<file path="src/hw/rtl/pa_pkg.sv">
// Shared types and constants for the primitive assembler.
`timescale 1ns / 1ps

package pa_pkg;

    typedef enum logic [2:0] {
        PK_TRIS   = 3'd0,
        PK_STRIP  = 3'd1,
        PK_FAN    = 3'd2,
        PK_QUADS  = 3'd3,
        PK_LINES  = 3'd4,
        PK_LSTRIP = 3'd5,
        PK_POINTS = 3'd6,
        PK_NONE   = 3'd7
    } prim_kind_t;

    typedef enum logic [1:0] {
        SK_TRI   = 2'd0,
        SK_LINE  = 2'd1,
        SK_POINT = 2'd2
    } shape_kind_t;

    // Header of one queued job; pair marks a quad that yields two triangles.
    typedef struct packed {
        shape_kind_t kind;
        logic        pair;
    } job_hdr_t;

    localparam int HDR_BITS     = $bits(job_hdr_t);
    localparam int OUT_TAG_BITS = 16;
    localparam int QUEUE_DEPTH  = 4;

endpackage

</file>
<file path="src/hw/rtl/primitive_assembler.sv">
// Top level of the primitive assembler: front end, job queue, back end.
`timescale 1ns / 1ps
//
// Builds triangles, lines and points from a stream of vertex tags.
// Input channel s_*: one vertex per transfer, tag in s_tdata, primitive
// kind and batch start flag in s_tuser. Output channel m_*: one shape per
// transfer, kind and three corners in m_tdata, m_tlast set on the last
// shape caused by a vertex.
// The completing vertex is written into the job queue, the back end then
// loads that job from the queue into its output register, and m_tvalid is
// high once the job is loaded.
// Throughput: one vertex per cycle; a completed quad yields two triangles
// that go out one after the other, the extra one soaked up by the 4-entry job
// queue. s_tready drops only when that queue is full.
// Vertices that complete no shape just update the group state.
// Reset clears the group counters and empties the queue; saved tags are
// undefined until a batch writes them.
// When the receiver stalls, the current shape holds on m_tdata, the queue
// fills, and then s_tready goes low.
//
module primitive_assembler #(
    parameter int TAG_BITS = 16
) (
    input  logic        clk,
    input  logic        rst_n,
    input  logic        s_tvalid,
    output logic        s_tready,
    input  logic [15:0] s_tdata,   // [15:0] vertex_tag
    input  logic [3:0]  s_tuser,   // [2:0] prim_kind, [3] batch_start
    output logic        m_tvalid,
    input  logic        m_tready,
    output logic [55:0] m_tdata,   // [1:0] shape_kind, [17:2] corner_a,
                                   // [33:18] corner_b, [49:34] corner_c
    output logic        m_tlast    // last_of_run
);
    import pa_pkg::*;

    localparam int TW = (TAG_BITS < OUT_TAG_BITS) ? TAG_BITS : OUT_TAG_BITS;
    localparam int JW = HDR_BITS + 4*TW;

    logic          push;
    logic [JW-1:0] push_job;
    logic          q_full;
    logic          q_nonempty;
    logic          q_pop;
    logic [JW-1:0] q_job;

    pa_front #(
        .TW (TW)
    ) u_front (
        .clk         (clk),
        .rst_n       (rst_n),
        .s_tvalid    (s_tvalid),
        .s_tready    (s_tready),
        .vertex_tag  (s_tdata[TW-1:0]),
        .prim_kind   (prim_kind_t'(s_tuser[2:0])),
        .batch_start (s_tuser[3]),
        .q_full      (q_full),
        .push        (push),
        .push_job    (push_job)
    );

    pa_queue #(
        .WIDTH (JW)
    ) u_queue (
        .clk       (clk),
        .rst_n     (rst_n),
        .push      (push),
        .push_data (push_job),
        .full      (q_full),
        .nonempty  (q_nonempty),
        .pop       (q_pop),
        .pop_data  (q_job)
    );

    pa_back #(
        .TW (TW)
    ) u_back (
        .clk        (clk),
        .rst_n      (rst_n),
        .q_nonempty (q_nonempty),
        .q_job      (q_job),
        .q_pop      (q_pop),
        .m_tvalid   (m_tvalid),
        .m_tready   (m_tready),
        .m_tdata    (m_tdata),
        .m_tlast    (m_tlast)
    );

endmodule

</file>
<file path="src/hw/rtl/pa_front.sv">
// Front end: takes vertices, tracks group state and builds shape jobs.
`timescale 1ns / 1ps

module pa_front #(
    parameter int TW = 16
) (
    input  logic                            clk,
    input  logic                            rst_n,
    input  logic                            s_tvalid,
    output logic                            s_tready,
    input  logic [TW-1:0]                   vertex_tag,
    input  pa_pkg::prim_kind_t              prim_kind,
    input  logic                            batch_start,
    input  logic                            q_full,
    output logic                            push,
    output logic [pa_pkg::HDR_BITS+4*TW-1:0] push_job
);
    import pa_pkg::*;

    logic [TW-1:0] anchor_reg, anchor_next;
    logic [TW-1:0] older_reg, older_next;
    logic [TW-1:0] newer_reg, newer_next;
    logic [1:0]    phase_reg, phase_next;
    logic          hist_reg, hist_next;
    logic          parity_reg, parity_next;

    logic [1:0]    ph;
    logic          hf;
    logic          par;
    logic          emit;
    job_hdr_t      hdr;
    logic [TW-1:0] ja, jb, jc, jd;
    logic          take;

    assign s_tready = !q_full;
    assign take     = s_tvalid && s_tready;

    always_comb
    begin
        // batch start clears the group state before this tag is used
        ph  = batch_start ? 2'd0 : phase_reg;
        hf  = batch_start ? 1'b0 : hist_reg;
        par = batch_start ? 1'b0 : parity_reg;

        anchor_next = anchor_reg;
        older_next  = older_reg;
        newer_next  = newer_reg;
        phase_next  = ph;
        hist_next   = hf;
        parity_next = par;
        emit        = 1'b0;
        hdr.kind    = SK_TRI;
        hdr.pair    = 1'b0;
        ja          = '0;
        jb          = '0;
        jc          = '0;
        jd          = '0;

        case (prim_kind)
            PK_TRIS:
            begin
                if (ph == 2'd0)
                begin
                    older_next = vertex_tag;
                    phase_next = 2'd1;
                end
                else if (ph == 2'd1)
                begin
                    newer_next = vertex_tag;
                    phase_next = 2'd2;
                end
                else
                begin
                    emit       = 1'b1;
                    ja         = older_reg;
                    jb         = newer_reg;
                    jc         = vertex_tag;
                    phase_next = 2'd0;
                end
            end
            PK_STRIP:
            begin
                if (ph == 2'd0)
                begin
                    older_next = vertex_tag;
                    phase_next = 2'd1;
                end
                else if (ph == 2'd1)
                begin
                    newer_next = vertex_tag;
                    phase_next = 2'd2;
                end
                else
                begin
                    emit        = 1'b1;
                    // odd triangles swap the first two corners
                    ja          = par ? newer_reg : older_reg;
                    jb          = par ? older_reg : newer_reg;
                    jc          = vertex_tag;
                    older_next  = newer_reg;
                    newer_next  = vertex_tag;
                    parity_next = !par;
                    phase_next  = 2'd2;
                end
            end
            PK_FAN:
            begin
                if (ph == 2'd0)
                begin
                    anchor_next = vertex_tag;
                    phase_next  = 2'd1;
                end
                else if (ph == 2'd1)
                begin
                    newer_next = vertex_tag;
                    phase_next = 2'd2;
                end
                else
                begin
                    emit       = 1'b1;
                    ja         = anchor_reg;
                    jb         = newer_reg;
                    jc         = vertex_tag;
                    newer_next = vertex_tag;
                    phase_next = 2'd2;
                end
            end
            PK_QUADS:
            begin
                if (ph == 2'd0)
                begin
                    anchor_next = vertex_tag;
                    phase_next  = 2'd1;
                end
                else if (ph == 2'd1)
                begin
                    older_next = vertex_tag;
                    phase_next = 2'd2;
                end
                else if (ph == 2'd2)
                begin
                    newer_next = vertex_tag;
                    phase_next = 2'd3;
                end
                else
                begin
                    // back end sends (a,b,c) then (a,c,d)
                    emit       = 1'b1;
                    hdr.pair   = 1'b1;
                    ja         = anchor_reg;
                    jb         = older_reg;
                    jc         = newer_reg;
                    jd         = vertex_tag;
                    phase_next = 2'd0;
                end
            end
            PK_LINES:
            begin
                if (ph == 2'd0)
                begin
                    older_next = vertex_tag;
                    phase_next = 2'd1;
                end
                else
                begin
                    emit       = 1'b1;
                    hdr.kind   = SK_LINE;
                    ja         = older_reg;
                    jb         = vertex_tag;
                    phase_next = 2'd0;
                end
            end
            PK_LSTRIP:
            begin
                emit       = hf;
                hdr.kind   = SK_LINE;
                ja         = newer_reg;
                jb         = vertex_tag;
                newer_next = vertex_tag;
                hist_next  = 1'b1;
            end
            PK_POINTS:
            begin
                emit     = 1'b1;
                hdr.kind = SK_POINT;
                ja       = vertex_tag;
            end
            default:
            begin
                emit = 1'b0;
            end
        endcase
    end

    assign push     = take && emit;
    assign push_job = {hdr, ja, jb, jc, jd};

    always_ff @(posedge clk or negedge rst_n)
    begin
        if (!rst_n)
        begin
            phase_reg  <= 2'd0;
            hist_reg   <= 1'b0;
            parity_reg <= 1'b0;
        end
        else if (take)
        begin
            phase_reg  <= phase_next;
            hist_reg   <= hist_next;
            parity_reg <= parity_next;
        end
    end

    always_ff @(posedge clk)
    begin
        if (take)
        begin
            anchor_reg <= anchor_next;
            older_reg  <= older_next;
            newer_reg  <= newer_next;
        end
    end

endmodule

</file>
<file path="src/hw/rtl/pa_queue.sv">
// Short job queue between the front end and the back end.
`timescale 1ns / 1ps

module pa_queue #(
    parameter int WIDTH = 8
) (
    input  logic             clk,
    input  logic             rst_n,
    input  logic             push,
    input  logic [WIDTH-1:0] push_data,
    output logic             full,
    output logic             nonempty,
    input  logic             pop,
    output logic [WIDTH-1:0] pop_data
);
    import pa_pkg::*;

    localparam int PW = $clog2(QUEUE_DEPTH);

    logic [WIDTH-1:0] slots [QUEUE_DEPTH];
    logic [PW-1:0]    wr_ptr_reg, wr_ptr_next;
    logic [PW-1:0]    rd_ptr_reg, rd_ptr_next;
    logic [PW:0]      count_reg, count_next;

    assign full     = (count_reg == (PW+1)'(QUEUE_DEPTH));
    assign nonempty = (count_reg != '0);
    assign pop_data = slots[rd_ptr_reg];

    always_comb
    begin
        wr_ptr_next = push ? wr_ptr_reg + 1'b1 : wr_ptr_reg;
        rd_ptr_next = pop  ? rd_ptr_reg + 1'b1 : rd_ptr_reg;
        count_next  = count_reg;
        if (push && !pop)
        begin
            count_next = count_reg + 1'b1;
        end
        else if (pop && !push)
        begin
            count_next = count_reg - 1'b1;
        end
    end

    always_ff @(posedge clk or negedge rst_n)
    begin
        if (!rst_n)
        begin
            wr_ptr_reg <= '0;
            rd_ptr_reg <= '0;
            count_reg  <= '0;
        end
        else
        begin
            wr_ptr_reg <= wr_ptr_next;
            rd_ptr_reg <= rd_ptr_next;
            count_reg  <= count_next;
        end
    end

    always_ff @(posedge clk)
    begin
        if (push)
        begin
            slots[wr_ptr_reg] <= push_data;
        end
    end

    a_no_overflow: assert property (@(posedge clk) disable iff (!rst_n)
        !(push && full))
        else $error("queue push while full");

    a_no_underflow: assert property (@(posedge clk) disable iff (!rst_n)
        !(pop && !nonempty))
        else $error("queue pop while empty");

endmodule

</file>
<file path="src/hw/rtl/pa_back.sv">
// Back end: holds one job and sends its one or two shapes downstream.
`timescale 1ns / 1ps

module pa_back #(
    parameter int TW = 16
) (
    input  logic                             clk,
    input  logic                             rst_n,
    input  logic                             q_nonempty,
    input  logic [pa_pkg::HDR_BITS+4*TW-1:0] q_job,
    output logic                             q_pop,
    output logic                             m_tvalid,
    input  logic                             m_tready,
    output logic [55:0]                      m_tdata,
    output logic                             m_tlast
);
    import pa_pkg::*;

    localparam int JW = HDR_BITS + 4*TW;

    logic [JW-1:0] job_reg;
    logic          valid_reg, valid_next;
    logic          second_reg, second_next;
    logic          load;

    job_hdr_t      hdr;
    logic [TW-1:0] ta, tb, tc, td;
    logic [TW-1:0] ob, oc;
    logic          last;
    logic          sent;

    assign hdr = job_reg[JW-1 -: HDR_BITS];
    assign ta  = job_reg[4*TW-1 -: TW];
    assign tb  = job_reg[3*TW-1 -: TW];
    assign tc  = job_reg[2*TW-1 -: TW];
    assign td  = job_reg[TW-1:0];

    // second triangle of a quad is (a,c,d)
    assign ob   = second_reg ? tc : tb;
    assign oc   = second_reg ? td : tc;
    assign last = !hdr.pair || second_reg;
    assign sent = valid_reg && m_tready;

    assign q_pop = q_nonempty && (!valid_reg || (sent && last));
    assign load  = q_pop;

    always_comb
    begin
        valid_next  = valid_reg;
        second_next = second_reg;
        if (sent && !last)
        begin
            second_next = 1'b1;
        end
        else if (load)
        begin
            valid_next  = 1'b1;
            second_next = 1'b0;
        end
        else if (sent)
        begin
            valid_next  = 1'b0;
            second_next = 1'b0;
        end
    end

    always_ff @(posedge clk or negedge rst_n)
    begin
        if (!rst_n)
        begin
            valid_reg  <= 1'b0;
            second_reg <= 1'b0;
        end
        else
        begin
            valid_reg  <= valid_next;
            second_reg <= second_next;
        end
    end

    always_ff @(posedge clk)
    begin
        if (load)
        begin
            job_reg <= q_job;
        end
    end

    assign m_tvalid = valid_reg;
    assign m_tlast  = last;
    assign m_tdata  = {6'b0, OUT_TAG_BITS'(oc), OUT_TAG_BITS'(ob), OUT_TAG_BITS'(ta),
                       hdr.kind};

    a_second_in_pair: assert property (@(posedge clk) disable iff (!rst_n)
        second_reg |-> (valid_reg && hdr.pair))
        else $error("second shape without a quad job");

    a_first_then_second: assert property (@(posedge clk) disable iff (!rst_n)
        (sent && !last) |=> (valid_reg && second_reg))
        else $error("quad lost its second triangle");

endmodule
</file>
<file path="config.mk">
export PLATFORM = sky130hd
export DESIGN_NAME = primitive_assembler
export DESIGN_NICKNAME = d
export VERILOG_FILES = /design/src/hw/rtl/pa_pkg.sv /design/src/hw/rtl/primitive_assembler.sv /design/src/hw/rtl/pa_front.sv /design/src/hw/rtl/pa_queue.sv /design/src/hw/rtl/pa_back.sv
export SDC_FILE = /design/constraint.sdc
export NUM_CORES = 1
export LEC_CHECK = 0
export BUFFER_PORTS_ARGS = -buffer_cell sky130_fd_sc_hd__buf_2
export CAP_MARGIN = 20
export CORE_UTILIZATION = 45
export CTS_BUF_LIST = sky130_fd_sc_hd__clkbuf_8
export DETAILED_ROUTE_END_ITERATION = 8
export PLACE_DENSITY_LB_ADDON = 0.2
export SLEW_MARGIN = 20
export SYNTH_ARGS = -nofsm -noshare
export SYNTH_HDL_FRONTEND = slang
export SYNTH_SLANG_ARGS = --single-unit
export TNS_END_PERCENT = 5
</file>
<file path="constraint.sdc">
create_clock -name clk -period 7.45 [get_ports clk]
set_input_delay 0.745 -clock clk [delete_from_list [all_inputs] [get_ports clk]]
set_output_delay 0.745 -clock clk [all_outputs]
set_load 0.01 [all_outputs]
</file>
=== After elaboration in Yosys (flattened, before gate mapping) ===
Memory sizes are Yosys's and may differ from the RTL's. A register that Yosys moved wholly into a read port is not among the register bits.
Index checks and enable logic that the tools add are counted.

* $lt $le $gt $ge: 0
* Multiply operators: 0
* Divide/modulo/power cells: 0
* Mux-type cells: 78
* Reductions and logical operators: 34
* Equal/unequal tests: 18
* Add/sub/neg operators: 4
* Bitwise logic cells: 1
* Shifts and indexed selects: 0

{| class="wikitable"
|+ Operators with widths
! cell !! count
|-
| 16-bit 2-to-1 mux || 40
|-
| 16-bit case mux with 7 select lines || 1
|-
| 16-bit case mux with 5 select lines || 1
|-
| 16-bit case mux with 4 select lines || 1
|-
| 16-bit case mux with 3 select lines || 1
|-
| 16-bit case mux with 2 select lines || 1
|-
| 1-bit 2-to-1 mux || 21
|-
| 2-bit 2-to-1 mux || 7
|-
| 3-bit equality test, second input constant || 4
|-
| 3-bit nonzero test || 3
|-
| 1-bit logical AND || 8
|-
| 2-bit by 1-bit != test with 1-bit output, second input constant || 4
|-
| 2-bit != test, second input constant || 4
|-
| 2-bit case mux with 4 select lines || 1
|-
| 8-bit AND reduction || 1
|-
| 2-bit OR reduction || 4
|-
| 1-bit logical NOT || 7
|-
| 3-bit by 2-bit equality test with 1-bit output, second input constant || 2
|-
| 3-bit 2-to-1 mux || 2
|-
| 2-bit case mux with 3 select lines || 1
|-
| 6-bit AND reduction || 1
|-
| 1-bit case mux with 5 select lines || 1
|-
| 2-bit by 1-bit adder with 2-bit output, second input constant || 2
|-
| 2-bit nonzero test || 2
|-
| other kinds (14) || 15
|}

* Latch bits: 0
* Register bits: 61
* Output and inout bits: 59
* Bits of input ports: 24
* ROM bits: 0
* Memories: 1
* Word-level logic and storage cells: 147
* RAM bits: 268

{| class="wikitable"
|+ Memories
! memory !! depth !! bits a word !! rd ports !! clocked after memory_dff !! write ports !! RTL line !! RTL
|-
| u_queue.slots || 4 || 67 || 1 || 1 || 1 || pa_queue.sv:20 || <nowiki>logic [WIDTH-1:0] slots [QUEUE_DEPTH];</nowiki>
|}

=== Depth between registers and ports, before layout ===
Gate-level depths: netlist of the first run.

* Depth after elaboration: 11
* Mapped depth: 12
* Gate-level depth less buffers: 12

=== Hierarchy ===
A second synthesis of the first run with hierarchy kept.

* Cells, all modules: 811
* Area total of the unflattened synthesis: 16090.4 um2

{| class="wikitable"
|+ Modules (own cells, without submodules)
! module !! sequential area each (um2) !! instances !! cells each !! area each (um2)
|-
| pa_queue || 8222.9 || 1 || 385 || 10070.9
|-
| pa_front || 1541.5 || 1 || 288 || 3315.7
|-
| pa_back || 2062.0 || 1 || 138 || 2703.8
|}

=== Worst setup path before layout of the first run ===
OpenSTA, ideal clock, no wires.

* Path type: reg-to-reg
* From: reg u_back.second_reg
* To: reg u_queue.count_reg[1]
* Cell stages (with the launch flop): 10
* Required time: 7.325 ns
* Path slack: 1.875 ns
* Buffers on the path: 1
* Data arrival time: 5.451 ns
* Cell sequence: dfrtp_1 > clkbuf_1 > nand2b_1 > nand2_1 > a21oi_1 > inv_1 > ha_1 > inv_1 > fa_1 > mux2_2

* Word-level cells in the longest chain between the ends: 7
* Elaborated cells between the ends (all ways): 9
* Classes of those cells: mux (1); reduce/logical (8)

{| class="wikitable"
|+ RTL lines
! element !! RTL line !! RTL
|-
| start, declared || pa_back.sv:23 || <nowiki>logic second_reg, second_next;</nowiki>
|-
| start signal, assigned || pa_back.sv:77 || <nowiki>second_reg <= second_next;</nowiki>
|-
| 1-bit logical OR || pa_back.sv:41 || <nowiki>assign last = !hdr.pair || second_reg;</nowiki>
|-
| named net m_tlast || primitive_assembler.sv:34 || <nowiki>output logic m_tlast</nowiki>
|-
| 1-bit logical AND || pa_back.sv:44 || <nowiki>assign q_pop = q_nonempty && (!valid_reg || (sent && last));</nowiki>
|-
| 1-bit logical OR || pa_back.sv:44 ||
|-
| 1-bit logical AND || pa_back.sv:44 ||
|-
| named net q_pop || primitive_assembler.sv:45 || <nowiki>logic q_pop;</nowiki>
|-
| 1-bit logical NOT || pa_queue.sv:34 || <nowiki>if (push && !pop)</nowiki>
|-
| 1-bit logical AND || pa_queue.sv:34 ||
|-
| 3-bit 2-to-1 mux || pa_queue.sv:34 ||
|-
| named net u_queue.count_next[1] || pa_queue.sv:23 || <nowiki>logic [PW:0] count_reg, count_next;</nowiki>
|-
| end signal, assigned || pa_queue.sv:56 || <nowiki>count_reg <= count_next;</nowiki>
|-
| end, declared || pa_queue.sv:23 ||
|}

The timed path passes the listed nets, and every way through them passes these cells.
A chain may end at the register's enable or synchronous reset.

=== Worst setup path in the final report of the first run ===
* From: reg u_front.phase_reg[0]
* To: mem u_queue.slots[2][17] (netlist bit) (enable)

* Word-level cells in the longest chain between the ends: 9
* Elaborated cells between the ends (all ways): 14
* Classes of those cells: eq/ne (2); mux (10); reduce/logical (2)

{| class="wikitable"
|+ RTL lines
! element !! RTL line !! RTL
|-
| start, declared || pa_front.sv:23 || <nowiki>logic [1:0] phase_reg, phase_next;</nowiki>
|-
| start signal, assigned || pa_front.sv:208 || <nowiki>phase_reg <= phase_next;</nowiki>
|-
| 2-bit 2-to-1 mux (*) || pa_front.sv:41 || <nowiki>ph = batch_start ? 2'd0 : phase_reg;</nowiki>
|-
| 2-bit equality test || pa_front.sv:140 || <nowiki>else if (ph == 2'd2)</nowiki>
|-
| 1-bit 2-to-1 mux || pa_front.sv:140 ||
|-
| 1-bit 2-to-1 mux || pa_front.sv:135 || <nowiki>else if (ph == 2'd1)</nowiki>
|-
| 1-bit 2-to-1 mux || pa_front.sv:130 || <nowiki>if (ph == 2'd0)</nowiki>
|-
| 1-bit case mux with 5 select lines (*) || pa_front.sv:59 || <nowiki>case (prim_kind)</nowiki>
|-
| 1-bit logical AND (*) || pa_front.sv:195 || <nowiki>assign push = take && emit;</nowiki>
|-
| named net push || primitive_assembler.sv:41 || <nowiki>logic push;</nowiki>
|-
| 1-bit 2-to-1 mux (*) || pa_queue.sv:62 || <nowiki>if (push)</nowiki>
|-
| 1-bit 2-to-1 mux (not written as such) (*) || pa_queue.sv:64 || <nowiki>slots[wr_ptr_reg] <= push_data;</nowiki>
|-
| end, declared || pa_queue.sv:20 ||
|}

Mark *: on every way through the listed nets, which the timed path passes. The rest lies on a longest branch.

==> results.json, run 1 <==
{
  "initial_core_util_pct": 45.6,
  "cts.sinks": 396,
  "cts_setup_buffers": 0,
  "period_share_pct": 46.4,
  "synth_seq_cells": 396,
  "post-route-util_pct": 50.9,
  "timing.critical_path.buf_inv": 2,
  "routed-wl-met3_mm": 1.44,
  "rsz0062_at_grt": "no",
  "syn_area_sq_um": 16200,
  "ir_drop_mv": 0.252,
  "die_w_microns": 192,
  "synth_cells": 862,
  "ys_top_cells_by_count": "edfxtp_1 (383), mux4_2 (67), nand2_1 (63)",
  "grt-ovfl-total": 0,
  "finalWirelength_mm": 33.1,
  "synth.distinct_cells": 55,
  "cts-hold-fix-buffers": 0,
  "ys_async_sr_fraction_pct": 3.28,
  "pwr-share-comb_pct": 24.8,
  "ys_warn_count": 0,
  "setup_ws_ns": 3.99,
  "grt_util_all_layers_pct": 18.6,
  "grt_max_degree": 68,
  "synthFlopType": "edfxtp_1",
  "seq_power_share_pct": 48.8,
  "wl_met1_mm": 15.6,
  "pre_cts_slack_ns": 3.31,
  "grt_pass1_vias": 8328,
  "r2r_slack_ns": 3.99,
  "relSlewSlack_pct": 28.4,
  "cpPeakStageDelay_ns": 0.89,
  "cts_max_level": 2,
  "clockBufferDepth": 3,
  "status": "finished, final reports clean",
  "final-setup-viol-count": 0,
  "drt_iter0_markers": 549,
  "numCtsBuffers": 61,
  "finalCriticalPeriod_ns": 3.46,
  "clock_skew_ns": 0.0214,
  "grt_pass1_wl_mm": 50.7,
  "clkTransAtPathRegs_ns": 0.06,
  "end_kind": "flop",
  "crit_family": "simple AND/OR/NAND/NOR gates",
  "fill_cells": 2897,
  "worst-path-max-fanout": 35,
  "path_cells": "nor2b_1 > ha_1 > inv_1 > nor2_1 > o41a_1 > and2_2 > buf_4",
  "insertion_delay_ns": 0.61,
  "synth_top_area_share_pct": 71.1,
  "worst_pin_slew_ns": 1.07,
  "synth_area_leaders": "edfxtp_1 (71%), mux4_2 (9.3%), mux2_2 (3.3%)",
  "min_path_type": "in2async",
  "start_kind": "flop",
  "timing.rr.end": "u_queue.slots[2][17]",
  "yosysTopAreaCell": "edfxtp_1",
  "dp_hpwl_mm": 19.6,
  "die_h_microns": 192,
  "cp_slowest_cell": "and2_2",
  "hold_violations": 0,
  "largest_register_ffs": 268,
  "internal_power_w": 0.00451,
  "fin_nets": 984,
  "crit_arrival_ns": 3.69,
  "synth-edff-count": 383,
  "drtPass1Iterations": 5,
  "yosysMostFrequentCell": "edfxtp_1",
  "drive_gt1_share_pct": 29.5,
  "maxCapViolCount": 0,
  "drv_slew": 0,
  "post_cts_resize_count": 0,
  "io_buffers": 76,
  "ff2ff_path_depth": 7,
  "switching_share_pct": 28.8,
  "p_clk_share_pct": 26.4,
  "place_inst": 1346,
  "met2WireLength_mm": 15.5,
  "vias": 8133,
  "critPathKind": "reg2reg",
  "rr_startpoint": "u_front.phase_reg[0]",
  "tns_ns": 0,
  "rows": 69,
  "dieArea_sq_um": 36700,
  "cts_tree": "built",
  "netSwitchingPower_w": 0.00183,
  "syn_avg_cell_area_sq_um": 18.8,
  "powerDensity_nw_per_um2": 351,
  "max_freq_mhz": 289,
  "grt_antenna_before_repair": 2,
  "cts_root_buf": "clkbuf_8",
  "drc_errors": 0,
  "ys_seq_area_share_pct": 73.1,
  "core_sq_um": 35500,
  "antenna_left": 0,
  "wl_per_cell_microns": 22.7,
  "cp_num_cells": 7,
  "syn_to_final_growth_pct": 11.6,
  "cp.required_ns": 7.68,
  "finalNonFillerCells": 1457,
  "leakagePower_nw": 6.27,
  "ios": 83,
  "top_layer": "met5",
  "gp_congestion": 0.818,
  "via_per_inst": 5.58
}
[how the worst max path moves through the flow]
stage / end / startpoint
final: u_queue.slots[2][17] / u_front.phase_reg[0]
after global routing: u_queue.slots[2][17] / u_front.phase_reg[0]
after CTS: u_queue.slots[2][21] / u_front.phase_reg[0]
after detailed placement: u_queue.slots[2][16] / s_tuser[3]
after global placement: u_queue.slots[2][16] / s_tuser[2]
after floorplan: u_queue.count_reg[1] / u_back.second_reg
[logic make-up (layout without fill, tap and decap cells)]
logic type	after synthesis	after routing	share of synthesized area, %
compound gates	108	108	5.36
xor+xnor	6	6	0.325
fa+ha+maj	11	11	0.897
buf+inv	84	212	2.80
flops	396	396	73.1
mux	132	132	13.7
other cells	1	7	0.0232
simple gates	124	124	3.74
[worst reg2reg max path, delay by kind of cell (launching register included)]
| kind | cells | cell delay (ns) |
|---|---|---|
| AND/OR/NAND/NOR | 3 | 1.50 |
| buffers and inverters | 2 | 0.64 |
| AO/OA/AOI/OAI | 1 | 0.41 |
| flip-flops | 1 | 0.33 |
| adder cells (fa/ha/maj) | 1 | 0.21 |
[area by class of cell]
cell class	count	area [sq um]	area share (%)
antenna	1	2.50	0.0139
clock buffer	62	853	4.73
clock inverter	47	264	1.46
inverter	11	41.3	0.229
tap	461	577	3.20
sequential	396	11800	65.6
multi-input combinational	387	3960	21.9
timing repair buffer	92	520	2.88
[layer usage]
layer,vias up,track usage [%]
met4,2,5.19
met5,-,0
met3,57,3.22
li1,3627,-
met1,4221,27.3
met2,226,28.8
[metrics by stage]
stage	area, sq um	power (W)	hold WS (ns)
detailed placement	16900	0.00475	0.461
CTS	18000	0.00645	0.0161
finish	18000	0.00634	0.0366
floorplan	16200	0.00427	0.442
global route	18000	0.00668	0.0321
global placement	16900	0.00475	0.458
[power by group through the flow]
stage	sequential (W)	clock (W)	combinational, W
after floorplan	0.00306	0	0.00121
after global placement	0.00314	0	0.00160
after detailed placement	0.00315	0	0.00161
after CTS	0.00311	0.00172	0.00162
after global routing	0.00314	0.00181	0.00172
final	0.00309	0.00167	0.00157
[layout by cell type, fill, tap and decap left out, types with 2 or more instances in the layout]
master     Yosys  final
mux2i_1       15     15
mux2_2        48     48
bufinv_16      0      3
dfrtp_1       13     11
nor2_2         0      2
clkinv_1       1     19
nand2_1       63     63
ha_1          10     10
nor2_1        14     12
mux4_2        67     67
nand2b_1       3      3
edfxtp_1     383    383
and3_1         2      2
clkinv_2       0      3
a22o_1        30     30
o21ai_0        9      9
o221ai_1      15     15
a22oi_1       31     31
clkbuf_8       0     62
nor3_1         5      5
buf_4         28     15
xor2_1         3      3
buf_2         14     76
conb_1         1      6
xnor2_1        3      3
inv_1          9     31
and2_1        21     17
nor2b_1        4      4
a21oi_1        9      7
mux2_1         2      2
and2_2         0      4
nand3_1        3      3
Power figures use the tool's default switching activity.
==> run 2, diff against run 1 <==
--- a/config.mk
+++ b/config.mk
@@ -5,6 +5,7 @@
 export SDC_FILE = /design/constraint.sdc
 export NUM_CORES = 1
 export LEC_CHECK = 0
+export ABC_AREA = 1
 export BUFFER_PORTS_ARGS = -buffer_cell sky130_fd_sc_hd__buf_2
 export CAP_MARGIN = 20
 export CORE_UTILIZATION = 45
==> constraint.sdc (replaced) <==
create_clock -name clk -period 3.15 [get_ports clk]
set_input_delay 0.315 -clock clk [delete_from_list [all_inputs] [get_ports clk]]
set_output_delay 0.315 -clock clk [all_outputs]
set_load 0.01 [all_outputs]
==> results.json, run 2 <==
{
  "ys_async_sr_fraction_pct": 3.28,
  "syn_area_sq_um": 16800,
  "leakagePower_nw": 7.14,
  "clockBufferDepth": 3,
  "ys_seq_area_share_pct": 70.3,
  "synth.distinct_cells": 38,
  "insertion_delay_ns": 0.59,
  "place_inst": 1944,
  "drive_gt1_share_pct": 14.1,
  "post_cts_resize_count": 0,
  "clock_skew_ns": 0.0318,
  "grt_pass1_vias": 10568,
  "wl_per_cell_microns": 19.9,
  "cts.sinks": 396,
  "final_cell_mix": "edfxtp_1 (383), nand2_1 (211), nor2_1 (194), o21ai_0 (191), inv_1 (142)",
  "ys_warn_count": 0,
  "grt_max_degree": 137,
  "synth_area_leaders": "edfxtp_1 (68%), o21ai_0 (5.7%), nand2_1 (4.7%)",
  "dieArea_sq_um": 38200,
  "finalNonFillerCells": 2073,
  "drtPass1Iterations": 5,
  "largest_register_ffs": 268,
  "yosysTopAreaCell": "edfxtp_1",
  "grt_busiest_layer": "met2",
  "synth_seq_cells": 396,
  "worst-path-max-fanout": 38,
  "hold_violations": 0,
  "ys_top_cells_by_count": "edfxtp_1 (383), nand2_1 (211), nor2_1 (198)",
  "core_sq_um": 36700,
  "period_share_pct": 85.3,
  "final_common_cell": "edfxtp_1",
  "ir_drop_mv": 0.496,
  "met2_usage_pct": 34.7,
  "worst_pin_slew_ns": 0.812,
  "crit_arrival_ns": 2.93,
  "yosysMostFrequentCell": "edfxtp_1",
  "syn_avg_cell_area_sq_um": 11.5,
  "gp_congestion": 0.880,
  "synthFlopType": "edfxtp_1",
  "numCtsBuffers": 66,
  "cts_tree": "built",
  "cp.required_ns": 3.39,
  "synth_top_area_share_pct": 68.4,
  "max_freq_mhz": 372,
  "finalWirelength_mm": 41.2,
  "cts_setup_buffers": 0,
  "final-setup-viol-count": 0,
  "cts_max_level": 3,
  "die_w_microns": 195,
  "antenna_left": 0,
  "powerDensity_nw_per_um2": 854,
  "finalCriticalPeriod_ns": 2.69,
  "critPathKind": "reg2reg",
  "fin_nets": 1597,
  "cts-hold-fix-buffers": 18,
  "grt_pass1_wl_mm": 62.4,
  "status": "finished, final reports clean",
  "whs_ns": 0.153,
  "end_kind": "flop",
  "vias": 11235,
  "grt_util_all_layers_pct": 21.8,
  "r2r_slack_ns": 0.46,
  "grt_use_met1_pct": 30.2,
  "drv_slew": 0,
  "drc_errors": 0,
  "start_kind": "flop",
  "syn_to_final_growth_pct": 13.2,
  "via_per_inst": 5.42,
  "relSlewSlack_pct": 45.9,
  "dp_hpwl_mm": 25.7,
  "rows": 70,
  "ios": 83,
  "grt_antenna_before_repair": 0,
  "use_met3_pct": 4.28,
  "die_h_microns": 195,
  "synth_cells": 1460,
  "cts_root_buf": "clkbuf_8",
  "min_path_type": "in2async",
  "drt_iter0_markers": 1062,
  "grt-ovfl-total": 0,
  "initial_core_util_pct": 45.8,
  "synth-edff-count": 383,
  "maxCapViolCount": 0,
  "antenna_cells": 0,
  "rsz0062_at_grt": "no",
  "clkTransAtPathRegs_ns": 0.05,
  "io_buffers": 76
}
run 2: cell count changes after synthesis, sizes merged, moves of 30 or more:
cell	delta
a22o	-30
a22oi	-31
inv	+117
mux2	-49
mux4	-67
nand2	+153
nand3	+74
nor2	+189
o21ai	+190
o22ai	+99
run 2: routing by layer:
layer  wire (microns)  vias to the layer above
met4              788                        0
met5                0                        -
met2            19700                      379
met1            18100                     5487
li1                 -                     5310
met3             2700                       59
run 2: layout make-up:
| cell class | instances | area (sq um) |
|---|---|---|
| tap | 468 | 586 |
| multi-input combinational | 839 | 4030 |
| sequential | 396 | 11800 |
| clock buffer | 72 | 991 |
| timing repair buffer | 130 | 943 |
| inverter | 129 | 487 |
| fill | 3209 | 17700 |
| clock inverter | 39 | 173 |
run 2: cells by family after synthesis:
family / Yosys count / synth area share [%]
adder cells (fa/ha/maj): 11 / 0.863
flip-flops: 396 / 70.3
other: 1 / 0.0223
AND/OR/NAND/NOR: 508 / 12.3
XOR/XNOR: 2 / 0.104
AO/OA/AOI/OAI: 311 / 10.2
multiplexers: 1 / 0.0669
buffers and inverters: 230 / 6.13
run 2: worst paths after layout:
check / end / start / cells after the start
worst max-delay path: u_queue.slots[0][24] / u_front.phase_reg[1] / 11
worst min register to register: u_front.phase_reg[0] / u_front.phase_reg[0] / 2
min in group clk: u_front.hist_reg / s_tuser[3] / 4
worst max register to register: u_queue.slots[0][24] / u_front.phase_reg[1] / 11
max in group asynchronous: u_queue.rd_ptr_reg[0] / rst_n / 2
worst min-delay path: u_front.hist_reg / rst_n / 2
run 2: critical path, stage by stage (launching register included):
cell and delay (ns):
dfrtp_1 0.34, inv_1 0.04, nor2_1 0.22, inv_1 0.14
ha_1 0.33, inv_1 0.11, nand3_1 0.13, nand3_1 0.12
o21bai_2 0.08, buf_4 0.18, nor2_4 0.31, buf_12 0.29
run 2: report_power, final:
part           leakage, nW  internal, W  switching [W]
logic                 2.75      0.00145        0.00338
registers             3.70      0.00705       0.000338
clock network        0.686      0.00210        0.00193
total                 7.14       0.0106        0.00565
run 2: stage by stage:
step           total power, W  instance area (sq um)  TNS (ns)  util, %  setup slack [ns]
2_1_floorplan          0.0106                  16900   -117.14        -            -0.425
3_3_place_gp           0.0123                  17700         0     48.2             0.405
3_5_place_dp           0.0124                  17700         0     48.2             0.359
4_1_cts                0.0164                  19000         0     51.9             0.415
5_1_grt                0.0172                  19000         0     51.9             0.253
6_report               0.0163                  19000         0     51.9             0.463
==> run 3, diff against run 2 <==
--- a/config.mk
+++ b/config.mk
@@ -8,7 +8,7 @@
 export ABC_AREA = 1
 export BUFFER_PORTS_ARGS = -buffer_cell sky130_fd_sc_hd__buf_2
 export CAP_MARGIN = 20
-export CORE_UTILIZATION = 45
+export CORE_UTILIZATION = 57
 export CTS_BUF_LIST = sky130_fd_sc_hd__clkbuf_8
 export DETAILED_ROUTE_END_ITERATION = 8
 export PLACE_DENSITY_LB_ADDON = 0.2
==> results.json, run 3 (same netlist as run 2, synthesis figures left out) <==
{
  "dieArea_sq_um": 30200,
  "critPathKind": "reg2reg",
  "rows": 62,
  "final_common_cell": "edfxtp_1",
  "min_path_type": "in2reg",
  "whs_ns": 0.0534,
  "antenna_left": 0,
  "die_h_microns": 174,
  "ir_drop_mv": 0.620,
  "leakagePower_nw": 7.08,
  "numCtsBuffers": 61,
  "pre_cts_slack_ns": 0.390,
  "final_cell_mix": "edfxtp_1 (383), nand2_1 (211), nor2_1 (194), o21ai_0 (191), inv_1 (137)",
  "grt_pass1_wl_mm": 60.6,
  "via_per_inst": 5.78,
  "status": "finished, final reports clean",
  "die_w_microns": 174,
  "place_inst": 1852,
  "ios": 83,
  "cp.required_ns": 3.62,
  "gp_congestion": 0.891,
  "worst_pin_slew_ns": 0.961,
  "rsz0062_at_grt": "no",
  "cts.sinks": 396,
  "drc_errors": 0,
  "final-setup-viol-count": 0,
  "initial_core_util_pct": 58.3,
  "core_sq_um": 28900,
  "fill_cells": 2176,
  "max_freq_mhz": 376,
  "finalNonFillerCells": 1979,
  "antenna_cells": 0,
  "cpPeakStageDelay_ns": 0.38,
  "io_buffers": 76,
  "hold_violations": 0,
  "powerDensity_nw_per_um2": 860,
  "cts_tree": "built",
  "grt_antenna_before_repair": 0,
  "grt_max_degree": 136,
  "dp_hpwl_mm": 23.6,
  "postLayoutCellArea_sq_um": 18900,
  "insertion_delay_ns": 0.61,
  "clockBufferDepth": 3,
  "grt-ovfl-total": 0,
  "end_kind": "flop",
  "fin_nets": 1583,
  "maxCapViolCount": 0,
  "drtPass1Iterations": 6,
  "power_w": 0.0162,
  "cts_root_buf": "clkbuf_8",
  "path_cells": "inv_1 > nor2_1 > inv_1 > ha_1 > inv_1 > nand3_1 > nand3_1 > o21bai_2 > inv_1 > ha_1 > inv_1 > fa_1 > a21oi_1 > o21ai_0 > xnor2_1",
  "vias": 11432,
  "drive_gt1_share_pct": 13.8,
  "worst-path-max-fanout": 7,
  "period_share_pct": 84.5,
  "placedInstanceArea_sq_um": 17500,
  "grt_util_all_layers_pct": 26.4,
  "grt_pass1_vias": 11018,
  "clock_skew_ns": 0.0270,
  "crit_arrival_ns": 3.14,
  "crit_top_cell": "inv_1",
  "syn_to_final_growth_pct": 12.1,
  "largest_register_ffs": 268,
  "finalWirelength_mm": 39.7,
  "drt_iter0_markers": 1360,
  "setup_ws_ns": 0.487,
  "wl_per_cell_microns": 20.0,
  "finalCriticalPeriod_ns": 2.66,
  "cp_slowest_cell": "fa_1",
  "drv_slew": 0,
  "relSlewSlack_pct": 35.9,
  "clkTransAtPathRegs_ns": 0.06,
  "start_kind": "flop",
  "cts_max_level": 2
}
## run 3: timing repair
item,4_1_cts,5_1_grt
hold endpoints to repair,45,0
buffers inserted,0,0
hold buffers,17,0
setup endpoints to repair,0,0
resized for setup,0,0
## run 3: layout make-up
class | instances | area, sq um | share of cell area (%)
Sequential cell | 396 | 11800 | 62.7
Multi-Input combinational cell | 839 | 4030 | 21.4
Clock buffer | 68 | 936 | 4.96
Timing Repair Buffer | 121 | 861 | 4.56
Inverter | 129 | 485 | 2.57
Tap cell | 384 | 480 | 2.55
Clock inverter | 42 | 236 | 1.25
## run 3: metrics by stage
stage	TNS [ns]	util [%]
6_report	0	65.4
5_1_grt	0	65.4
4_1_cts	0	65.4
3_5_place_dp	0	60.7
3_3_place_gp	0	60.7
2_1_floorplan	-117.14	-
## run 3: final timing paths
kind | from | endpoint | slack, ns | depth (start not counted)
setup / recovery | u_front.phase_reg[1] | u_queue.count_reg[2] | 0.49 | 15
hold / removal | m_tready | u_back.second_reg | 0.05 | 3
setup reg to reg | u_front.phase_reg[1] | u_queue.count_reg[2] | 0.49 | 15
hold reg to reg | u_front.phase_reg[0] | u_front.phase_reg[0] | 0.48 | 2
max in group asynchronous | rst_n | u_queue.rd_ptr_reg[0] | 2.71 | 2
min in group asynchronous | rst_n | u_queue.wr_ptr_reg[0] | 0.15 | 2
## run 3: report_power, final
part / internal (W) / switching, W / total [W]
sequential: 0.00706 / 0.000277 / 0.00734
combinational: 0.00142 / 0.00345 / 0.00487
clock: 0.00213 / 0.00188 / 0.00402
## run 3: per-layer routing
layer | track usage (%) | share of wire [%] | vias to the layer above
met3 | 4.36 | 7.9 | 86
li1 | - | - | 5294
met2 | 43.6 | 48 | 521
met4 | 10.1 | 3.0 | 0
met5 | 0 | 0 | -
met1 | 35.3 | 41 | 5531
## run 3: critical path, delay by kind of cell, from the launching register on
kind,cells,cell delay [ns]
flops,1,0.34
simple gates,3,0.46
compound gates,3,0.32
xor+xnor,1,0.13
fa+ha+maj,3,0.85
buf+inv,5,0.43
